--- src/design/urms_pkg.sv ---
// Shared types, register map and constants for the ultrasonic ranger motor stop block.
package urms_pkg;

  // Echo width counter default size.
  localparam int COUNT_WIDTH_DEF = 16;

  // Configuration port geometry.
  localparam int ADDR_W = 5;
  localparam int DATA_W = 32;

  // Field widths.
  localparam int CNT16_W = 16;
  localparam int TWID_W  = 8;
  localparam int PCT_W   = 7;
  localparam int DIST_W  = 11;
  localparam int DUTY_W  = CNT16_W + PCT_W;
  localparam int SCALE_W = DUTY_W + 1;

  // Echo ticks per centimeter and the remainder counter that tracks them.
  localparam int ECHO_PER_CM = 58;
  localparam int REM_W       = $clog2(ECHO_PER_CM);
  localparam logic [REM_W-1:0]  REM_LAST = REM_W'(ECHO_PER_CM - 1);
  localparam logic [DIST_W-1:0] DIST_MAX = '1;

  // Percent scaling for the PWM duty.
  localparam logic [PCT_W-1:0]   SPEED_MAX = PCT_W'(100);
  localparam logic [SCALE_W-1:0] PCT_SCALE = SCALE_W'(100);

  // Register reset values.
  localparam logic [CNT16_W-1:0] TRIG_PERIOD_RST = 16'd65000;
  localparam logic [TWID_W-1:0]  TRIG_WIDTH_RST  = 8'd10;
  localparam logic [CNT16_W-1:0] PWM_PERIOD_RST  = 16'd5000;
  localparam logic [PCT_W-1:0]   SPEED_RST       = 7'd50;
  localparam logic [DIST_W-1:0]  STOP_BELOW_RST  = 11'd20;
  localparam logic [DIST_W-1:0]  START_FROM_RST  = 11'd10;
  localparam logic [CNT16_W-1:0] HOLD_TICKS_RST  = 16'd10000;

  // Register indexes (word address bits of paddr).
  typedef logic [2:0] reg_idx_t;
  localparam reg_idx_t REG_TRIG_PERIOD = 3'd0;
  localparam reg_idx_t REG_TRIG_WIDTH  = 3'd1;
  localparam reg_idx_t REG_PWM_PERIOD  = 3'd2;
  localparam reg_idx_t REG_SPEED       = 3'd3;
  localparam reg_idx_t REG_STOP_BELOW  = 3'd4;
  localparam reg_idx_t REG_START_FROM  = 3'd5;
  localparam reg_idx_t REG_HOLD_TICKS  = 3'd6;

  // Configuration register set.
  typedef struct packed {
    logic [CNT16_W-1:0] trigger_period;
    logic [TWID_W-1:0]  trigger_width;
    logic [CNT16_W-1:0] pwm_period;
    logic [PCT_W-1:0]   speed_percent;
    logic [DIST_W-1:0]  stop_below_cm;
    logic [DIST_W-1:0]  start_from_cm;
    logic [CNT16_W-1:0] hold_ticks;
  } cfg_t;

  // One result of a tick.
  typedef struct packed {
    logic              trigger_out;
    logic              pwm_left;
    logic              pwm_right;
    logic              left_in1;
    logic              left_in2;
    logic              right_in1;
    logic              right_in2;
    logic [DIST_W-1:0] distance_cm;
    logic              distance_new;
    logic              motors_running;
  } result_t;

  // Stream payload widths.
  localparam int IN_DATA_W  = 8;
  localparam int OUT_DATA_W = 24;

endpackage

--- src/design/ultrasonic_ranger_motor_stop.sv ---
// Top level of the ultrasonic ranger with motor stop: config port, core and output skid.
//
//   Port group  Direction  Content
//   in_*        slave      one request per 1 us tick, echo level sample
//   out_*       master     one request per tick with trigger, PWM, bridge and range levels
//   cfg_*       slave      APB-style register access, seven registers at 4*i
//
// The core updates its counters from the input request and the result is registered,
// so a new request is taken every cycle while out_tready holds.
// A two-entry output stage (output register plus skid) keeps in_tready registered;
// in_tready drops only when both entries are full.
// Reset (rst_n low, synchronous) restores register defaults and clears all counters.
module ultrasonic_ranger_motor_stop #(
  parameter int COUNT_WIDTH = urms_pkg::COUNT_WIDTH_DEF
) (
  input  logic                              clk,
  input  logic                              rst_n,
  // tdata: [0] echo_level, [7:1] zero
  input  logic                              in_tvalid,
  output logic                              in_tready,
  input  logic [urms_pkg::IN_DATA_W-1:0]    in_tdata,
  // tdata: [0] trigger_out, [1] pwm_left, [2] pwm_right, [3] left_in1, [4] left_in2,
  //        [5] right_in1, [6] right_in2, [17:7] distance_cm, [18] distance_new,
  //        [19] motors_running, [23:20] zero
  output logic                              out_tvalid,
  input  logic                              out_tready,
  output logic [urms_pkg::OUT_DATA_W-1:0]   out_tdata,
  input  logic                              cfg_psel,
  input  logic                              cfg_penable,
  input  logic                              cfg_pwrite,
  input  logic [urms_pkg::ADDR_W-1:0]       cfg_paddr,
  input  logic [urms_pkg::DATA_W-1:0]       cfg_pwdata,
  output logic [urms_pkg::DATA_W-1:0]       cfg_prdata,
  output logic                              cfg_pready
);
  import urms_pkg::*;

  cfg_t                  cfg;
  result_t               res;
  logic                  in_acc;
  logic                  out_take;
  logic [OUT_DATA_W-1:0] res_data;
  logic [OUT_DATA_W-1:0] out_data_r;
  logic [OUT_DATA_W-1:0] skid_data_r;
  logic                  out_valid_r;
  logic                  skid_valid_r;

  urms_regs u_regs (
    .clk     (clk),
    .rst_n   (rst_n),
    .psel    (cfg_psel),
    .penable (cfg_penable),
    .pwrite  (cfg_pwrite),
    .paddr   (cfg_paddr),
    .pwdata  (cfg_pwdata),
    .prdata  (cfg_prdata),
    .pready  (cfg_pready),
    .cfg     (cfg)
  );

  urms_core #(
    .COUNT_WIDTH (COUNT_WIDTH)
  ) u_core (
    .clk        (clk),
    .rst_n      (rst_n),
    .step       (in_acc),
    .echo_level (in_tdata[0]),
    .cfg        (cfg),
    .res        (res)
  );

  assign in_tready = !skid_valid_r;
  assign in_acc    = in_tvalid && in_tready;
  assign out_take  = out_valid_r && out_tready;

  // Pack the result, first field in the lowest bit.
  assign res_data = {4'b0000, res.motors_running, res.distance_new, res.distance_cm,
                     res.right_in2, res.right_in1, res.left_in2, res.left_in1,
                     res.pwm_right, res.pwm_left, res.trigger_out};

  // Output register and skid entry control.
  always_ff @(posedge clk) begin
    if (!rst_n) begin
      out_valid_r  <= 1'b0;
      skid_valid_r <= 1'b0;
    end else if (in_acc) begin
      if (!out_valid_r || out_take) begin
        out_valid_r <= 1'b1;
      end else begin
        skid_valid_r <= 1'b1;
      end
    end else if (out_take) begin
      if (skid_valid_r) begin
        skid_valid_r <= 1'b0;
      end else begin
        out_valid_r <= 1'b0;
      end
    end
  end

  // Output and skid payload.
  always_ff @(posedge clk) begin
    if (in_acc) begin
      if (!out_valid_r || out_take) begin
        out_data_r <= res_data;
      end else begin
        skid_data_r <= res_data;
      end
    end else if (out_take && skid_valid_r) begin
      out_data_r <= skid_data_r;
    end
  end

  assign out_tvalid = out_valid_r;
  assign out_tdata  = out_data_r;

endmodule

--- src/design/urms_regs.sv ---
// APB-style configuration register file for the ranger block.
module urms_regs (
  input  logic                          clk,
  input  logic                          rst_n,
  input  logic                          psel,
  input  logic                          penable,
  input  logic                          pwrite,
  input  logic [urms_pkg::ADDR_W-1:0]   paddr,
  input  logic [urms_pkg::DATA_W-1:0]   pwdata,
  output logic [urms_pkg::DATA_W-1:0]   prdata,
  output logic                          pready,
  output urms_pkg::cfg_t                cfg
);
  import urms_pkg::*;

  cfg_t     cfg_r;
  reg_idx_t idx;
  logic     wr_en;

  assign idx    = paddr[ADDR_W-1:2];
  assign wr_en  = psel && penable && pwrite;
  assign pready = 1'b1;
  assign cfg    = cfg_r;

  // Register writes, each masked to its width.
  always_ff @(posedge clk) begin
    if (!rst_n) begin
      cfg_r.trigger_period <= TRIG_PERIOD_RST;
      cfg_r.trigger_width  <= TRIG_WIDTH_RST;
      cfg_r.pwm_period     <= PWM_PERIOD_RST;
      cfg_r.speed_percent  <= SPEED_RST;
      cfg_r.stop_below_cm  <= STOP_BELOW_RST;
      cfg_r.start_from_cm  <= START_FROM_RST;
      cfg_r.hold_ticks     <= HOLD_TICKS_RST;
    end else if (wr_en) begin
      unique case (idx)
        REG_TRIG_PERIOD: cfg_r.trigger_period <= pwdata[CNT16_W-1:0];
        REG_TRIG_WIDTH:  cfg_r.trigger_width  <= pwdata[TWID_W-1:0];
        REG_PWM_PERIOD:  cfg_r.pwm_period     <= pwdata[CNT16_W-1:0];
        REG_SPEED:       cfg_r.speed_percent  <= pwdata[PCT_W-1:0];
        REG_STOP_BELOW:  cfg_r.stop_below_cm  <= pwdata[DIST_W-1:0];
        REG_START_FROM:  cfg_r.start_from_cm  <= pwdata[DIST_W-1:0];
        REG_HOLD_TICKS:  cfg_r.hold_ticks     <= pwdata[CNT16_W-1:0];
        default: ;
      endcase
    end
  end

  // Read back the selected register.
  always_comb begin
    unique case (idx)
      REG_TRIG_PERIOD: prdata = DATA_W'(cfg_r.trigger_period);
      REG_TRIG_WIDTH:  prdata = DATA_W'(cfg_r.trigger_width);
      REG_PWM_PERIOD:  prdata = DATA_W'(cfg_r.pwm_period);
      REG_SPEED:       prdata = DATA_W'(cfg_r.speed_percent);
      REG_STOP_BELOW:  prdata = DATA_W'(cfg_r.stop_below_cm);
      REG_START_FROM:  prdata = DATA_W'(cfg_r.start_from_cm);
      REG_HOLD_TICKS:  prdata = DATA_W'(cfg_r.hold_ticks);
      default:         prdata = '0;
    endcase
  end

endmodule

--- src/design/urms_core.sv ---
// Per-tick state update: echo timing, stop/start decision, trigger and PWM counters.
module urms_core #(
  parameter int COUNT_WIDTH = urms_pkg::COUNT_WIDTH_DEF
) (
  input  logic              clk,
  input  logic              rst_n,
  input  logic              step,
  input  logic              echo_level,
  input  urms_pkg::cfg_t    cfg,
  output urms_pkg::result_t res
);
  import urms_pkg::*;

  localparam logic [COUNT_WIDTH-1:0] WIDTH_MAX = '1;

  logic [CNT16_W-1:0]     trigger_count_r, trigger_count_nxt;
  logic                   echo_previous_r, echo_previous_nxt;
  logic                   echo_waiting_r, echo_waiting_nxt;
  logic [COUNT_WIDTH-1:0] echo_width_r, echo_width_nxt;
  logic [REM_W-1:0]       echo_rem_r, echo_rem_nxt;
  logic [DIST_W-1:0]      echo_quot_r, echo_quot_nxt;
  logic [DIST_W-1:0]      range_cm_r, range_cm_nxt;
  logic                   running_r, running_nxt;
  logic [CNT16_W-1:0]     hold_count_r, hold_count_nxt;
  logic [CNT16_W-1:0]     pwm_count_r, pwm_count_nxt;
  logic [DUTY_W-1:0]      duty_value_r, duty_value_nxt;

  logic                   fresh;
  logic [PCT_W-1:0]       speed;
  logic [DUTY_W-1:0]      duty_prod;
  logic [SCALE_W-1:0]     pwm_scaled;
  logic [CNT16_W:0]       trig_inc;
  logic                   trig;
  logic                   pwm;

  // Echo timing; the quotient by 58 is tracked alongside the width count.
  always_comb begin
    echo_width_nxt   = echo_width_r;
    echo_rem_nxt     = echo_rem_r;
    echo_quot_nxt    = echo_quot_r;
    echo_waiting_nxt = echo_waiting_r;
    range_cm_nxt     = range_cm_r;
    fresh            = 1'b0;
    if (echo_waiting_r) begin
      if (echo_width_r != WIDTH_MAX) begin
        echo_width_nxt = echo_width_r + 1'b1;
        if (echo_rem_r == REM_LAST) begin
          echo_rem_nxt = '0;
          if (echo_quot_r != DIST_MAX) begin
            echo_quot_nxt = echo_quot_r + 1'b1;
          end
        end else begin
          echo_rem_nxt = echo_rem_r + 1'b1;
        end
      end
      if (!echo_level) begin
        range_cm_nxt     = echo_quot_nxt;
        fresh            = 1'b1;
        echo_waiting_nxt = 1'b0;
      end
    end else if (echo_level && !echo_previous_r) begin
      echo_waiting_nxt = 1'b1;
      echo_width_nxt   = '0;
      echo_rem_nxt     = '0;
      echo_quot_nxt    = '0;
    end
    echo_previous_nxt = echo_level;
  end

  // Duty is kept as pwm_period * speed; the divide by 100 moves into the compare.
  assign speed     = (cfg.speed_percent > SPEED_MAX) ? SPEED_MAX : cfg.speed_percent;
  assign duty_prod = DUTY_W'(cfg.pwm_period) * DUTY_W'(speed);

  // Stop/start decision on the freshly updated range.
  always_comb begin
    running_nxt    = running_r;
    duty_value_nxt = duty_value_r;
    hold_count_nxt = hold_count_r;
    if (hold_count_r != '0) begin
      hold_count_nxt = hold_count_r - 1'b1;
    end else if (range_cm_nxt != '0 && range_cm_nxt < cfg.stop_below_cm) begin
      running_nxt    = 1'b0;
      duty_value_nxt = '0;
      hold_count_nxt = cfg.hold_ticks;
    end else if (range_cm_nxt >= cfg.start_from_cm && !running_r) begin
      running_nxt    = 1'b1;
      duty_value_nxt = duty_prod;
    end
  end

  // Trigger pulse from the count before it advances.
  assign trig     = trigger_count_r < CNT16_W'(cfg.trigger_width);
  assign trig_inc = {1'b0, trigger_count_r} + 1'b1;
  assign trigger_count_nxt = (trig_inc >= {1'b0, cfg.trigger_period}) ? '0
                                                                       : trig_inc[CNT16_W-1:0];

  // Reset/set PWM: count < product/100 exactly when 100*(count+1) <= product.
  assign pwm_scaled    = (SCALE_W'(pwm_count_r) + 1'b1) * PCT_SCALE;
  assign pwm           = running_nxt && (pwm_scaled <= SCALE_W'(duty_value_nxt));
  assign pwm_count_nxt = (pwm_count_r >= cfg.pwm_period) ? '0 : pwm_count_r + 1'b1;

  // State registers advance once per accepted tick.
  always_ff @(posedge clk) begin
    if (!rst_n) begin
      trigger_count_r <= '0;
      echo_previous_r <= 1'b0;
      echo_waiting_r  <= 1'b0;
      echo_width_r    <= '0;
      echo_rem_r      <= '0;
      echo_quot_r     <= '0;
      range_cm_r      <= '0;
      running_r       <= 1'b0;
      hold_count_r    <= '0;
      pwm_count_r     <= '0;
      duty_value_r    <= '0;
    end else if (step) begin
      trigger_count_r <= trigger_count_nxt;
      echo_previous_r <= echo_previous_nxt;
      echo_waiting_r  <= echo_waiting_nxt;
      echo_width_r    <= echo_width_nxt;
      echo_rem_r      <= echo_rem_nxt;
      echo_quot_r     <= echo_quot_nxt;
      range_cm_r      <= range_cm_nxt;
      running_r       <= running_nxt;
      hold_count_r    <= hold_count_nxt;
      pwm_count_r     <= pwm_count_nxt;
      duty_value_r    <= duty_value_nxt;
    end
  end

  // Result of this tick.
  always_comb begin
    res.trigger_out    = trig;
    res.pwm_left       = pwm;
    res.pwm_right      = pwm;
    res.left_in1       = 1'b0;
    res.left_in2       = running_nxt;
    res.right_in1      = running_nxt;
    res.right_in2      = 1'b0;
    res.distance_cm    = range_cm_nxt;
    res.distance_new   = fresh;
    res.motors_running = running_nxt;
  end

endmodule

--- config.mk ---
export PLATFORM = sky130hd
export DESIGN_NAME = ultrasonic_ranger_motor_stop
export DESIGN_NICKNAME = d
export VERILOG_FILES = /design/src/design/urms_pkg.sv /design/src/design/ultrasonic_ranger_motor_stop.sv /design/src/design/urms_regs.sv /design/src/design/urms_core.sv
export SDC_FILE = /design/constraint.sdc
export NUM_CORES = 1
export LEC_CHECK = 0
export BUFFER_PORTS_ARGS = -buffer_cell sky130_fd_sc_hd__buf_2
export CAP_MARGIN = 15
export CORE_ASPECT_RATIO = 0.9
export CORE_MARGIN = 1.5
export CORE_UTILIZATION = 28
export DETAILED_ROUTE_END_ITERATION = 16
export GPL_ROUTABILITY_DRIVEN = 0
export GPL_TIMING_DRIVEN = 0
export SYNTH_ARGS = -nofsm -noshare
export SYNTH_HDL_FRONTEND = slang
export SYNTH_SLANG_ARGS = --single-unit
--- constraint.sdc ---
create_clock -name clk -period 17.4 [get_ports clk]
set_input_delay 2.61 -clock clk [delete_from_list [all_inputs] [get_ports clk]]
set_output_delay 2.61 -clock clk [all_outputs]
set_load 0.005 [all_outputs]
# Yosys cells after proc, flatten, opt, wreduce, memory -nomap -nowiden
# Index checks and enable logic that the tools add are counted.
[classes]
addsub = 7
n_mul = 2
order_cmp = 7
eq_ne = 13
n_mux = 41
n_bitwise = 1
reduce_logical = 35
[op_table]
columns = ["cell", "n"]
rows = [
  ["16-bit 2-to-1 mux", 7],
  ["16-bit case mux with 7 select lines", 1],
  ["11-bit 2-to-1 mux", 7],
  ["24-bit 2-to-1 mux", 3],
  ["23-bit 2-to-1 mux", 3],
  ["16-bit by 1-bit adder with 17-bit output (second input constant)", 2],
  ["16-bit by 1-bit adder with 16-bit output (second input constant)", 2],
  ["24-bit by 23-bit less-or-equal comparator with 1-bit output", 1],
  ["24-bit by 5-bit multiplier with 22-bit output (second input constant)", 1],
  ["6-bit 2-to-1 mux", 4],
  ["2-bit AND reduction", 12],
  ["16-bit by 7-bit multiplier with 23-bit output", 1],
  ["17-bit by 16-bit >= comparator with 1-bit output", 1],
  ["16-bit >= comparator", 1],
  ["16-bit by 8-bit < comparator with 1-bit output", 1],
  ["16-bit != test (second input constant)", 1],
  ["16-bit nonzero test", 1],
  ["16-bit by 1-bit subtractor with 16-bit output (second input constant)", 1],
  ["1-bit 2-to-1 mux", 15],
  ["11-bit by 1-bit adder with 11-bit output (second input constant)", 1],
  ["11-bit >= comparator", 1],
  ["11-bit < comparator", 1],
  ["11-bit != test (second input constant)", 1],
  ["11-bit nonzero test", 1],
  ["other kinds (16)", 36],
]
[word_totals]
reg_bits = 247
inputBits = 52
out_inout_bits = 59

# Depth between registers and ports, before layout
[depth]
depth_word = 15
ltp_mapped = 32
ltp_nobuf = 30

# Hierarchy
# From an unflattened synthesis, not the netlist that was laid out.
[unflattened]
hier_cells = 2219
hier_area_um2 = 19429.9
[by_module_without_submodules]
columns = ["mod", "n_inst", "cells_each", "area_per_inst_um2", "seq_area_each_um2"]
rows = [
  ["urms_core", 1, 1674, 13563.0, 2362.3],
  ["urms_regs", 1, 462, 4177.8, 1701.6],
  ["ultrasonic_ranger_motor_stop", 1, 83, 1689.1, 1241.2],
]

# Worst setup path before layout
# No wires, ideal clock.
[synth_timing]
path_type = "input to register"
start = "input port in_tdata[0] (netlist bit)"
end = "register out_data_r[2], in the netlist out_tdata[2], data pin"
arrival_ns = 7.542
t_required_ns = 17.266
slack_ns = 9.724
path_stages = 24
path_buffers = 3
path_cell_list = "nand2b_1 -> clkbuf_1 -> buf_1 -> o31ai_1 -> ha_1 -> a21o_1 -> a21o_1 -> a221o_1 -> a221oi_1 -> o31ai_1 -> a31oi_2 -> o21ai_1 -> clkbuf_1 -> a22oi_1 -> ha_1 -> a21o_1 -> a21o_1 -> a21oi_1 -> nor2_1 -> a2111oi_0 -> o2111ai_1 -> a221o_1 -> o31ai_1 -> a32o_1"
[synth_rtl]
columns = ["element", "line_no", "text"]
rows = [
  ["start, declared", "ultrasonic_ranger_motor_stop.sv:21", "input logic [urms_pkg::IN_DATA_W-1:0] in_tdata,"],
  ["end signal, assigned", "ultrasonic_ranger_motor_stop.sv:105", "out_data_r <= res_data;"],
  ["end signal, assigned", "ultrasonic_ranger_motor_stop.sv:110", "out_data_r <= skid_data_r;"],
  ["end, declared", "ultrasonic_ranger_motor_stop.sv:43", "logic [OUT_DATA_W-1:0] out_data_r;"],
]

==> flow_summary.yaml <==
worst_setup_path:
  critPathKind: "input pin to flip-flop"
  start_kind: "input pin"
  r2r_cells: 30
  required_ps: 17810
  arrival_ps: 9460
  reg2reg_from: "u_regs.cfg[44]"
  worst-path-max-fanout: 10
  rrSetupSlack_ps: 8990
  r2r-end: "out_tdata[2]"
  end_kind: "flip-flop"
final_layout:
  areaGrowthSynthToFinish_pct: 13.4
  drive_gt1_share_pct: 8.00
  register_area_um2: 5000
  fin_area_um2: 20500
  multi_input_area_um2: 11800
  final_nets: 2576
  fillCellCount: 6773
  fin_util_pct: 32.1
  fin_cells: 3132
clock_network:
  clk_pin_slew_worst_paths_ps: 60
  cts_tree: "done"
  htreeDepth: 1
  cts_root_buf: "clkbuf_16"
  numCtsBuffers: 27
  postCtsSetupBuffers: 0
  cts_buffer_depth: 3
  cts_sinks: 235
  clk_latency_ps: 560
  cts_resized: 0
  ctsHoldBuffers: 0
die:
  start_util_pct: 28.3
  row_count: 88
  io_pins: 111
  core-area_um2: 64100
  die_h_um: 244
  die-area_um2: 66300
  die_w_um: 271
route:
  drtIter0Drc: 1304
  drt-vias-per-instance: 4.96
  drtPass1Iterations: 5
  via_count: 15500
  antenna_left: 0
  avgRoutedWirePerCell_um: 17.4
  drc_errors: 0
  wl_um: 54400
grt:
  grt_max_degree: 16
  grt_pass1_wl_um: 83900
  grt_antenna_before_repair: 3
  grt_pass1_vias: 14300
  grt_util_all_layers_pct: 16.1
  grt-ovfl-total: 0
logic_synthesis:
  ys_seq_area_share_pct: 27.6
  synth_top_family_by_area: "adder cells"
  synth-edff-count: 30
  syn_area_per_cell_um2: 8.44
  ys.flop_type: "dfxtp_1"
  synth_seq_cells: 235
  synthSimpleGateAreaFrac_pct: 19.0
  synth_fa_ha_area_share_pct: 21.7
  synth.cell_area_um2: 18100
  synthMuxAreaShare_pct: 3.33
  async_flop_share_pct: 0
  synth-compound-area-share_pct: 16.8
  synth-xor-area-share_pct: 3.82
  yosys_warnings: 0
  synth.distinct_cells: 84
  syn_inst: 2146
sta:
  timing.final.hold_violations: 0
  fmax_ghz: 0.111
  slew_violations: 0
  finalClockSkew_ps: 12.4
  setup_violations: 0
  rsz0062_at_grt: "no"
  max_slew_margin_pct: 31.3
  fin_crit_sh_pct: 52.0
  min_period_ps: 9050
  fin_setup_tns_ps: 0
  tightest_slew_ps: 1020
run:
  cap_viol_max_count: 0
placed_design:
  dpl-instance-area_um2: 19600
  placed_cells: 3085
  post-dp-hpwl_um: 42700
  place.port_buffers: 61
power:
  p_leak_nw: 9.08
  irDropWorstVdd_mv: 0.0883
  powerDensity_nw_per_um2: 82.6
min_path:
  worstHoldStart: "u_regs.cfg[37]"
  hp-class: "flip-flop to flip-flop"
  hold_path_end: "u_regs.cfg[37]"
  hold_depth: 2
outcome:
  status: "finished, final reports clean"
-- state kept, by name, summed over array words and instances (netlist names) --
signal and cells:
skid_valid_r 1, u_core.echo_waiting_r 1, u_regs.cfg 85, out_tvalid 1, skid_data_r 15, u_core.duty_value_r 23, u_core.hold_count_r 16, u_core.pwm_count_r 16
u_core.running_r 1, u_core.echo_width_r 16, u_core.echo_rem_r 6, u_core.trigger_count_r 16, u_core.echo_previous_r 1, u_core.echo_quot_r 11, out_tdata 15, u_core.range_cm_r 11
-- layout by cell type (no fill, tap or decap), drive strengths merged, types with 22 or more instances in the layout --
master	instances
a21o	31
a21oi	128
a22o	35
a22oi	35
a31oi	23
and2	44
and3	56
buf	105
clkbuf	117
conb	23
dfxtp	205
edfxtp	30
fa	81
ha	184
inv	209
mux2i	40
nand2	251
nand2b	22
nand3	49
nand4	26
nor2	171
nor3	27
o211ai	27
o21ai	76
xnor2	45
xor2	34
-- kinds of logic (layout without fill, tap and decap cells) --
family / count (synthesis) / count (layout)
and+or+nand+nor: 719 / 719
buffers and inverters: 338 / 447
adders and majority gates: 265 / 265
DFF: 235 / 235
muxes: 52 / 52
AOI/OAI and AO/OA: 456 / 456
other: 2 / 24
xor gates and xnor gates: 79 / 79
-- power breakdown --
group	leakage, nW	internal [mW]	switching (mW)
logic	6.69	0.167	0.292
clock network	0.460	0.383	0.246
registers	1.93	0.580	0.0302
-- worst max-delay path, cell delays in order --
cell,delay [ps]
buf_2,140
nand2b_1,170
clkbuf_1,250
buf_1,330
o31ai_1,930
ha_1,400
a21o_1,160
a21o_1,180
a221o_1,350
a221oi_1,430
o31ai_1,250
a31oi_2,240
o21ai_1,200
clkbuf_1,310
a22oi_1,310
ha_1,290
a21o_1,180
a21o_1,170
a21oi_1,140
nor2_1,60
a2111oi_0,420
o2111ai_1,180
a221o_1,360
o31ai_1,160
a32o_1,260
-- metal layers --
| layer | vias to the layer above | track usage, % | share of wire (%) |
|---|---|---|---|
| met5 | - | 0 | 0.033 |
| met4 | 4 | 3.87 | 2.4 |
| met3 | 82 | 3.96 | 9.1 |
| met2 | 543 | 22.2 | 39 |
| met1 | 7262 | 24.4 | 50 |
| li1 | 7634 | - | - |
-- cell type report --
cell class                      count  share of cell area, %
Timing Repair Buffer               63                   1.57
Buffer                            129                   3.00
Sequential cell                   235                   24.4
Antenna cell                        1                 0.0122
Clock buffer                       31                   3.51
Multi-Input combinational cell   1594                   57.4
Clock inverter                     15                   1.14
Inverter                          209                   3.82
Tap cell                          855                   5.21
-- cell usage after synthesis, drive strengths merged, types with 22 or more instances --
master / count / area, µm²
ha: 184 / 2300
o21ai: 76 / 392
mux2i: 40 / 400
nand2: 251 / 942
o211ai: 27 / 203
a22oi: 35 / 263
nor2: 171 / 642
dfxtp: 205 / 4100
xor2: 34 / 298
edfxtp: 30 / 901
inv: 209 / 785
xnor2: 45 / 394
clkbuf: 86 / 323
a21oi: 128 / 644
a21o: 31 / 233
nand3: 49 / 245
nor3: 27 / 135
and2: 44 / 275
a22o: 35 / 307
nand2b: 22 / 138
a31oi: 23 / 150
buf: 43 / 293
and3: 56 / 350
fa: 81 / 1620
nand4: 26 / 169
-- metrics by stage --
step | hold WS, ps | power [mW] | setup slack, ps
floorplan | 432 | 0.938 | 9720
global placement | 444 | 1.07 | 7880
detailed placement | 452 | 1.07 | 7820
CTS | 461 | 1.70 | 8370
global route | 482 | 1.78 | 8050
finish | 460 | 1.70 | 8350
-- how the worst max path moves through the flow --
stage / start / endpoint / depth (start not counted)
after floorplan: in_tdata[0] / out_tdata[2] / 24
after global placement: in_tdata[0] / out_tdata[2] / 25
after detailed placement: in_tdata[0] / out_tdata[2] / 25
after CTS: in_tdata[0] / out_tdata[2] / 25
after global routing: in_tdata[0] / out_tdata[2] / 25
final: in_tdata[0] / out_tdata[2] / 25
(Power assumes the default switching activity.)
